--- src/sv/cs_pkg.sv ---
package cs_pkg;

  // Fixed widths of the stream fields
  localparam int KEY_W = 8;

  // Defaults for the top-level parameters
  localparam int KEY_BITS_DEF  = 8;
  localparam int MAX_ITEMS_DEF = 64;

  typedef enum logic [2:0] {
    ST_CLEAR,
    ST_IDLE,
    ST_INC,
    ST_RD,
    ST_LOAD,
    ST_EMIT
  } cs_state_t;

endpackage

--- src/sv/cs_bin_ram.sv ---
module cs_bin_ram #(
  parameter int ADDR_BITS = 8,
  parameter int DATA_BITS = 7
) (
  input  logic                 clk,
  input  logic                 we,
  input  logic [ADDR_BITS-1:0] waddr,
  input  logic [DATA_BITS-1:0] wdata,
  input  logic [ADDR_BITS-1:0] raddr,
  output logic [DATA_BITS-1:0] rdata
);

  logic [DATA_BITS-1:0] mem [2**ADDR_BITS];

  always_ff @(posedge clk) begin
    if (we) begin
      mem[waddr] <= wdata;
    end
    rdata <= mem[raddr];
  end

endmodule

--- src/sv/counting_sort.sv ---
// Batch counting sort of unsigned keys.
// Input stream s_axis_*: one key per transfer in tdata, tlast marks the final
// key of a batch. Output stream m_axis_*: the keys of the batch in ascending
// order, one per transfer; tlast marks the final one, tuser is the overflow
// flag (keys past MAX_ITEMS were dropped from this batch).
// A batch holds up to MAX_ITEMS keys; further keys are dropped.
// Flow: a stored key reads its bin counter from the histogram RAM (one read
// and one write port) and writes it back incremented; a dropped key needs no
// RAM write. After the last key the sequencer walks bins 0 up to the largest
// key: each bin is read, then cleared, then its results are emitted one by
// one. s_axis_tready is low while a key is being stored and during the scan.
// Results pass through an output register: the scan holds while m_axis_tready
// is low, and input is taken again as soon as the scan ends, even while the
// final result still waits.
// Reset: after rst the block runs a clearing pass over all 2**KEY_BITS bins,
// one per cycle, before it raises s_axis_tready.
module counting_sort #(
  parameter int KEY_BITS  = cs_pkg::KEY_BITS_DEF,
  parameter int MAX_ITEMS = cs_pkg::MAX_ITEMS_DEF
) (
  input  logic                     clk,
  input  logic                     rst,
  input  logic                     s_axis_tvalid,
  output logic                     s_axis_tready,
  input  logic [cs_pkg::KEY_W-1:0] s_axis_tdata,   // [7:0] key
  input  logic                     s_axis_tlast,   // last_in
  output logic                     m_axis_tvalid,
  input  logic                     m_axis_tready,
  output logic [cs_pkg::KEY_W-1:0] m_axis_tdata,   // [7:0] sorted_key
  output logic                     m_axis_tlast,   // last_out
  output logic                     m_axis_tuser    // [0] overflow
);

  import cs_pkg::*;

  localparam int CNT_BITS = $clog2(MAX_ITEMS + 1);

  cs_state_t state, state_next;

  logic [KEY_BITS-1:0] addr, addr_next;
  logic [KEY_BITS-1:0] max_key, max_key_next;
  logic [KEY_BITS-1:0] hold_idx, hold_idx_next;
  logic [CNT_BITS-1:0] item_total, item_total_next;
  logic [CNT_BITS-1:0] cnt, cnt_next;
  logic                dropped, dropped_next;
  logic                last_pend, last_pend_next;
  logic                out_valid, out_valid_next;
  logic [KEY_W-1:0]    out_key, out_key_next;
  logic                out_last, out_last_next;
  logic                out_ovf, out_ovf_next;

  logic                mem_we;
  logic [KEY_BITS-1:0] mem_waddr, mem_raddr;
  logic [CNT_BITS-1:0] mem_wdata, mem_rdata;

  // shared counter adder: bin increment and per-bin count-down
  logic [CNT_BITS-1:0] alu_a, alu_b, alu_sum;

  logic [KEY_BITS-1:0] key_idx;
  logic                in_fire;
  logic                out_free;

  assign key_idx  = KEY_BITS'(s_axis_tdata);
  assign in_fire  = s_axis_tvalid && s_axis_tready;
  assign out_free = !out_valid || m_axis_tready;
  assign alu_sum  = alu_a + alu_b;

  assign s_axis_tready = (state == ST_IDLE);
  assign m_axis_tvalid = out_valid;
  assign m_axis_tdata  = out_key;
  assign m_axis_tlast  = out_last;
  assign m_axis_tuser  = out_ovf;

  cs_bin_ram #(
    .ADDR_BITS(KEY_BITS),
    .DATA_BITS(CNT_BITS)
  ) u_bins (
    .clk  (clk),
    .we   (mem_we),
    .waddr(mem_waddr),
    .wdata(mem_wdata),
    .raddr(mem_raddr),
    .rdata(mem_rdata)
  );

  always_comb begin
    state_next      = state;
    addr_next       = addr;
    max_key_next    = max_key;
    hold_idx_next   = hold_idx;
    item_total_next = item_total;
    cnt_next        = cnt;
    dropped_next    = dropped;
    last_pend_next  = last_pend;
    out_valid_next  = out_valid && !m_axis_tready;
    out_key_next    = out_key;
    out_last_next   = out_last;
    out_ovf_next    = out_ovf;
    mem_we          = 1'b0;
    mem_waddr       = addr;
    mem_wdata       = '0;
    mem_raddr       = addr;
    alu_a           = mem_rdata;
    alu_b           = CNT_BITS'(1);

    case (state)
      ST_CLEAR: begin
        mem_we = 1'b1;
        if (addr == '1) begin
          addr_next  = '0;
          state_next = ST_IDLE;
        end else begin
          addr_next = addr + KEY_BITS'(1);
        end
      end
      ST_IDLE: begin
        mem_raddr = key_idx;
        if (in_fire) begin
          last_pend_next = s_axis_tlast;
          if (item_total < CNT_BITS'(MAX_ITEMS)) begin
            hold_idx_next   = key_idx;
            item_total_next = item_total + CNT_BITS'(1);
            if (key_idx > max_key) begin
              max_key_next = key_idx;
            end
            state_next = ST_INC;
          end else begin
            dropped_next = 1'b1;
            if (s_axis_tlast) begin
              state_next = ST_RD;
            end
          end
        end
      end
      ST_INC: begin
        mem_we     = 1'b1;
        mem_waddr  = hold_idx;
        mem_wdata  = alu_sum;
        state_next = last_pend ? ST_RD : ST_IDLE;
      end
      ST_RD: begin
        state_next = ST_LOAD;
      end
      ST_LOAD: begin
        // bin is read out; clear it for the next batch
        cnt_next = mem_rdata;
        mem_we   = 1'b1;
        if (mem_rdata == '0) begin
          addr_next  = addr + KEY_BITS'(1);
          state_next = ST_RD;
        end else begin
          state_next = ST_EMIT;
        end
      end
      ST_EMIT: begin
        alu_a = cnt;
        alu_b = '1;
        if (out_free) begin
          out_valid_next  = 1'b1;
          out_key_next    = KEY_W'(addr);
          out_last_next   = (item_total == CNT_BITS'(1));
          out_ovf_next    = dropped;
          cnt_next        = alu_sum;
          item_total_next = item_total - CNT_BITS'(1);
          if (item_total == CNT_BITS'(1)) begin
            max_key_next = '0;
            dropped_next = 1'b0;
            addr_next    = '0;
            state_next   = ST_IDLE;
          end else if (cnt == CNT_BITS'(1)) begin
            addr_next  = addr + KEY_BITS'(1);
            state_next = ST_RD;
          end
        end
      end
      default: begin
        state_next = ST_CLEAR;
        addr_next  = '0;
      end
    endcase
  end

  always_ff @(posedge clk) begin
    if (rst) begin
      state      <= ST_CLEAR;
      addr       <= '0;
      max_key    <= '0;
      item_total <= '0;
      dropped    <= 1'b0;
      last_pend  <= 1'b0;
      out_valid  <= 1'b0;
    end else begin
      state      <= state_next;
      addr       <= addr_next;
      max_key    <= max_key_next;
      item_total <= item_total_next;
      dropped    <= dropped_next;
      last_pend  <= last_pend_next;
      out_valid  <= out_valid_next;
    end
  end

  always_ff @(posedge clk) begin
    hold_idx <= hold_idx_next;
    cnt      <= cnt_next;
    out_key  <= out_key_next;
    out_last <= out_last_next;
    out_ovf  <= out_ovf_next;
  end

`ifndef SYNTHESIS
  a_total_bound: assert property (@(posedge clk) disable iff (rst)
    item_total <= CNT_BITS'(MAX_ITEMS))
    else $error("batch count above capacity");

  a_drop_only_full: assert property (@(posedge clk) disable iff (rst)
    dropped |-> (item_total == CNT_BITS'(MAX_ITEMS)) || (state == ST_RD) ||
                (state == ST_LOAD) || (state == ST_EMIT))
    else $error("overflow flag set on a batch that is not full");

  a_scan_range: assert property (@(posedge clk) disable iff (rst)
    (state == ST_RD) |-> (addr <= max_key))
    else $error("scan walked past the largest key");

  a_emit_pending: assert property (@(posedge clk) disable iff (rst)
    (state == ST_EMIT) |-> (item_total != '0) && (cnt != '0))
    else $error("emitting with nothing left to emit");

  a_end_clears: assert property (@(posedge clk) disable iff (rst)
    (state == ST_EMIT && out_free && item_total == CNT_BITS'(1)) |=>
      (max_key == '0) && !dropped && out_last)
    else $error("batch end did not reset the batch state");
`endif

endmodule

--- config.mk ---
export PLATFORM = sky130hd
export DESIGN_NAME = counting_sort
export DESIGN_NICKNAME = d
export VERILOG_FILES = /design/src/sv/cs_pkg.sv /design/src/sv/cs_bin_ram.sv /design/src/sv/counting_sort.sv
export SDC_FILE = /design/constraint.sdc
export NUM_CORES = 2
export LEC_CHECK = 0
export BUFFER_PORTS_ARGS = -buffer_cell sky130_fd_sc_hd__buf_4
export CELL_PAD_IN_SITES_DETAIL_PLACEMENT = 1
export CELL_PAD_IN_SITES_GLOBAL_PLACEMENT = 2
export CORE_ASPECT_RATIO = 1.1
export CORE_MARGIN = 8
export CORE_UTILIZATION = 54
export DETAILED_ROUTE_END_ITERATION = 10
export GPL_TIMING_DRIVEN = 0
export PLACE_DENSITY_LB_ADDON = 0.1
export SLEW_MARGIN = 5
export SYNTH_ARGS = -nofsm -noshare
export SYNTH_HDL_FRONTEND = slang
export SYNTH_HIERARCHICAL = 1
export SYNTH_SLANG_ARGS = --single-unit
--- constraint.sdc ---
create_clock -name clk -period 31.1 [get_ports clk]
set_input_delay 1.555 -clock clk [delete_from_list [all_inputs] [get_ports clk]]
set_output_delay 1.555 -clock clk [all_outputs]
set_load 0.1 [all_outputs]
---- After elaboration in Yosys (flattened, before gate mapping) ----
Memories as Yosys holds them, arrays and structs flattened. A register that Yosys moved wholly into a read port is not among the register bits.
Cells that the tools add are included.
cells by class
  add/sub/neg operators ................... 4
  $lt $le $gt $ge ......................... 1
  eq/ne operators ......................... 17
  muxes and demuxes ....................... 37
  bitwise logic cells ..................... 1
  reductions and logical operators ........ 19
operators with widths
  operator                                                                 number
  8-bit 2-to-1 mux                                                         7
  7-bit 2-to-1 mux                                                         7
  8-bit case mux with 4 select lines                                       1
  7-bit case mux with 2 select lines                                       2
  3-bit 2-to-1 mux                                                         8
  3-bit case mux with 6 select lines                                       1
  7-bit by 1-bit equality test with 1-bit output, second input constant    2
  2-bit inequality test, second input constant                             5
  5-bit AND reduction                                                      2
  1-bit 2-to-1 mux                                                         9
  8-bit by 1-bit adder with 8-bit output, second input constant            1
  8-bit equality test, second input constant                               1
  4-bit AND reduction                                                      2
  7-bit by 1-bit adder with 7-bit output, second input constant            1
  7-bit adder                                                              1
  7-bit zero test                                                          1
  7-bit < comparator, second input constant                                1
  7-bit by 1-bit subtractor with 7-bit output, second input constant       1
  3-bit by 2-bit equality test with 1-bit output, second input constant    2
  3-bit equality test, second input constant                               2
  2-bit AND reduction                                                      3
  3-bit OR reduction                                                       2
  2-bit by 1-bit inequality test with 1-bit output, second input constant  2
  2-bit nonzero test                                                       2
  11 further kinds                                                         13
word-level totals
  flip-flop bits (word level) ............. 46
  RAM bits ................................ 1792
  bits of input ports ..................... 13
  memories kept ........................... 1
memory list
  name        depth  width  read ports  clocked after Yosys merged registers in  write ports  RTL line          source
  u_bins.mem  256    7      1           1                                        1            cs_bin_ram.sv:13  logic [DATA_BITS-1:0] mem [2**ADDR_BITS];

---- Depth between registers and ports, before layout ----
  depth in word-level cells ............... 5
  mapped depth ............................ 16
  mapped depth without buffers ............ 9

---- Hierarchy ----
The synthesis kept the hierarchy.
by module, submodules not included
  module         instances  cells each  area each (um^2)  seq. area each (um^2)
  cs_bin_ram     1          3381        70197.3           53951.7
  counting_sort  1          272         2641.3            1171.1

---- Least setup slack after synthesis ----
No wires, ideal clock.
  path kind ............................... register to register
  from .................................... register state[1]
  to ...................................... memory u_bins.mem[0][4], data pin
  data arrival time ....................... 8.720 ns
  required time ........................... 29.522 ns
  setup slack ............................. 20.802 ns
  cell stages (with the launch flop) ...... 11
  period minus slack after synthesis ...... 10.298 ns
  cell sequence ........................... dfxtp_1 nand3b_1 buf_4 clkbuf_1 o21ai_0 ha_1 nor2_1 nand3b_1 nand2_1 xnor2_1 a21oi_1
on the way
  longest elaborated chain between the ends .. 4
RTL lines
  what                    RTL line              source
  from (decl)             counting_sort.sv:38   cs_state_t state, state_next;
  from (signal assigned)  counting_sort.sv:193  state <= state_next;
  3-bit equality test     counting_sort.sv:106  case (state)
  7-bit 2-to-1 mux        counting_sort.sv:106
  7-bit adder             counting_sort.sv:66   assign alu_sum = alu_a + alu_b;
  7-bit 2-to-1 mux (*)    counting_sort.sv:106
  via mem_wdata[4]        counting_sort.sv:54   logic [CNT_BITS-1:0] mem_wdata, mem_rdata;
  to (decl)               cs_bin_ram.sv:13
Mark *: on every way through the listed nets, which the timed path passes. The rest lies on a longest branch.

---- Worst setup path in the final report ----
  from .................................... register state[0]
  to ...................................... register u_bins.rdata[0] (read register of u_bins.mem)
on the way
  longest elaborated chain between the ends .. 2
RTL lines
  what                                            RTL line              source
  3-bit by 1-bit equality test with 1-bit output  counting_sort.sv:106
  8-bit 2-to-1 mux                                counting_sort.sv:106
  via mem_raddr[3]                                counting_sort.sv:53   logic [KEY_BITS-1:0] mem_waddr, mem_raddr;
  to (decl)                                       cs_bin_ram.sv:10      output logic [DATA_BITS-1:0] rdata
The timed path passes the listed nets, and every way through them passes these cells.
A chain may end at the register's enable or synchronous reset.

==> run metrics <==
crit-path max cell delay=around 0.93 ns; root buf cell=clkbuf_16; Via density=around 6.8; Max Fanout on Critical Path=10; HP Start=dropped; Max-Slew Margin vs Limit=-1.157%; Worst VDD drop=approximately 0.000065 V; RSZ-0062 raised after global routing=no; Die X=approximately 370 um; CP Launch Point=state[0]; cells after synthesis=3653; most frequent cells after synthesis=edfxtp_1 (1817), mux4_2 (380), nor2_1 (321); CTS Hold Bufs=0; top post-synthesis cells by area=edfxtp_1 (75%), mux4_2 (12%), mux2i_1 (2.1%), nor2_1 (1.7%), dfxtp_1 (0.77%); initial antenna violation count=14; Post-CTS Setup Inserts=0; crit path cell chain=buf_4 > nor3b_4 > buf_4 > buf_2 > nand2_1 > o21ai_1 > buf_4 > buf_2 > clkbuf_1 > nand3_1 > o2111ai_1 > nor3_1 > nor4_1; DR pass1 iterations=5; number of flops mapped to enable cells by yosys=~1800; Synth Net Count=3671; sequential power share=52.8%; vias in the first global route=around 40000; Clock Power Share=a little over two fifths; worst-case clock buffer depth=3; Setup Skew=0.02904 ns; post-route setup slack=roughly 25 ns; # DRC=0; gpl congestion=approximately 0.93; Critical Setup Path Class=reg -> reg; Worst Hold Class=reg -> reg; clock latency on the worst-skew pair=0.80 ns; GRT overflow=0; layout cell share with drive strength beyond 1=approximately 22%; Avg WL per Cell=between 30 and 40 um; TritonCTS buffer count=179; Seq cells post-synth=1845; filler cell count=11191; failing checks=capacitance limit, slew limit; FF-to-FF Start=state[0]; DRT Wirelength=approximately 230000 um; Port Buffers=23; area share of the largest cell type after synthesis=between 70% and 80%; number of cell rows=around 140; Leakage=between 20 and 30 nW; DIE AREA=146900 um2; core area=134100 um2; arrival time at the worst endpoint=7.14 ns; H-Tree Depth=4; I/O Pins=25; combinational share of power=under 10%; pins over their slew limit=11; Final Util=61.26%; DRT iter0 DRCs=around 5600; Final Hold Viols=0; max frequency=about 0.15 GHz; CTS tree=done; top-count cell post-synth=edfxtp_1; Initial Utilization=between 50% and 60%; Syn-to-layout area delta=12.76%; syn avg cell area=between 15 and 20 um2; Net Switching=roughly 1.1 mW; Cell variety after synth=just under 80; Clock transition at path regs=0.07 ns; pwr/cell area=around 62 nW/um2; Total GRT Usage=~30%; CP Data Required Time=31.69 ns; outcome=complete, but fails checks; CP most frequent cell=buf_4; first-pass GRT wire length=312600 um; Pint=approximately 4.0 mW; Worst setup EP type=flop; synth warn=6; CP top delay family=simple AND/OR/NAND/NOR gates; fin crit share=roughly a fifth; slowest CP cell=nor4_1; Sink Count=approximately 1800; Total Neg Setup Slack=0 ns; vias=39606; Synth area leader=edfxtp_1; minimum clock period=6.552 ns; PostCTS Resize Cnt=0; DIE HEIGHT=401.2 um; sequential fraction of the synthesis area=between 70% and 80%; Final ANT Viol Nets=0; DP HPWL=about 160000 um; nets=3924; largest net degree at the start of global routing=49; DP Worst Slack=between 20 and 25 ns; ys flop type=edfxtp_1; Post-Syn Area=between 70000 and 80000 um2; Max Cap Viol=1; CP Launch Type=flop; # setup viols final=0; Slew @ Worst Pin=approximately 1.5 ns; Bufs and invs on worst path=6; Net Sw Frac=21.15%; Async S/R FF share, synth=0%
## kinds of logic (layout without fill, tap and decap cells)
| logic type | Yosys count | after routing | share of synthesized area [%] |
|---|---|---|---|
| buffers and inverters | 235 | 630 | 2.080 |
| AOI/OAI and AO/OA | 350 | 350 | 3.530 |
| xor gates and xnor gates | 17 | 17 | 0.2044 |
| other | 0 | 3 | 0 |
| adders and majority gates | 5 | 5 | 0.08589 |
| muxes | 558 | 558 | 14.44 |
| and+or+nand+nor | 643 | 643 | 3.980 |
| DFF | 1845 | 1845 | 75.68 |
## per-stage QoR
step / total power [mW] / instance area [um2] / hold slack, ns / std cells
finish: 5.113 / 82130 / 0.4520 / 5838
global route: 5.213 / 82130 / 0.4529 / 5835
CTS: 5.137 / 82130 / 0.4522 / 5835
detailed placement: 2.991 / 76320 / 0.4322 / 5512
global placement: 2.985 / 75250 / 0.4117 / 5463
floorplan: 2.887 / 72840 / 0.4019 / 3653
## routing by layer
metal / track usage, % / share of wire (%)
met4: 13.44 / 5.1
met3: 6.070 / 9.9
met1: 40.64 / 38
met2: 48.49 / 47
met5: 0 / 0.023
## state kept, by name (all words and copies together), names as in the netlist
register / flops
u_bins/mem: 1792
addr: 8
hold_idx: 8
m_axis_tdata: 8
cnt: 7
item_total: 7
u_bins/rdata: 7
state: 3
dropped: 1
last_pend: 1
m_axis_tlast: 1
m_axis_tuser: 1
m_axis_tvalid: 1
## final cells by class
class                   instances  area [um2]  share of cell area [%]
multi-input cells            1573       16260                   19.79
repair buffers                 72        1170                   1.424
inverters                      16       60.06                 0.07312
clock inverters               110        1071                   1.304
plain buffers                 219        1474                   1.795
clock buffers                 213        4735                   5.765
flip-flops and latches       1845       55120                   67.11
diodes                          3       7.507                0.009140
well taps                    1787        2236                   2.722
## path summary, 6_finish.rpt
path                      to  slack (ns)  cells after the start
max          u_bins/rdata[0]       24.55                     13
max reg2reg  u_bins/rdata[0]       24.55                     13
min reg2reg     m_axis_tuser        0.45                      0
min             m_axis_tuser        0.45                      0
## placed cells by master (no fill, tap or decap), types with 7 or more instances in the layout
| cell type | n |
|---|---|
| nor2b_1 | 18 |
| a221oi_1 | 20 |
| clkbuf_16 | 185 |
| clkinv_1 | 44 |
| o2111ai_1 | 14 |
| buf_8 | 11 |
| buf_6 | 24 |
| dfxtp_1 | 28 |
| nand2b_1 | 16 |
| mux2i_1 | 155 |
| nand3_1 | 50 |
| clkinv_2 | 30 |
| edfxtp_1 | 1817 |
| a21oi_1 | 56 |
| nor3b_1 | 9 |
| clkbuf_1 | 108 |
| nor4_1 | 37 |
| inv_6 | 7 |
| o21ai_0 | 25 |
| bufinv_16 | 21 |
| clkbuf_2 | 15 |
| nand4_1 | 17 |
| mux4_1 | 10 |
| nor2_1 | 315 |
| a2111oi_0 | 8 |
| xnor2_1 | 14 |
| nand2_1 | 103 |
| inv_1 | 14 |
| nor3_1 | 42 |
| o21ai_1 | 9 |
| buf_4 | 49 |
| buf_12 | 53 |
| a22o_1 | 14 |
| o22ai_1 | 67 |
| a22oi_1 | 66 |
| buf_2 | 51 |
| mux4_2 | 380 |
| mux2_2 | 13 |
## power by group through the flow
stage          Combinational [mW]  Clock [mW]  Sequential (mW)
3_5_place_dp                0.238           0             2.75
6_report                    0.243        2.17             2.70
4_1_cts                     0.240        2.20             2.70
2_1_floorplan               0.137           0             2.75
3_3_place_gp                0.233           0             2.75
5_1_grt                     0.247        2.27             2.70
Note: power is estimated with default switching activity, not from simulation.
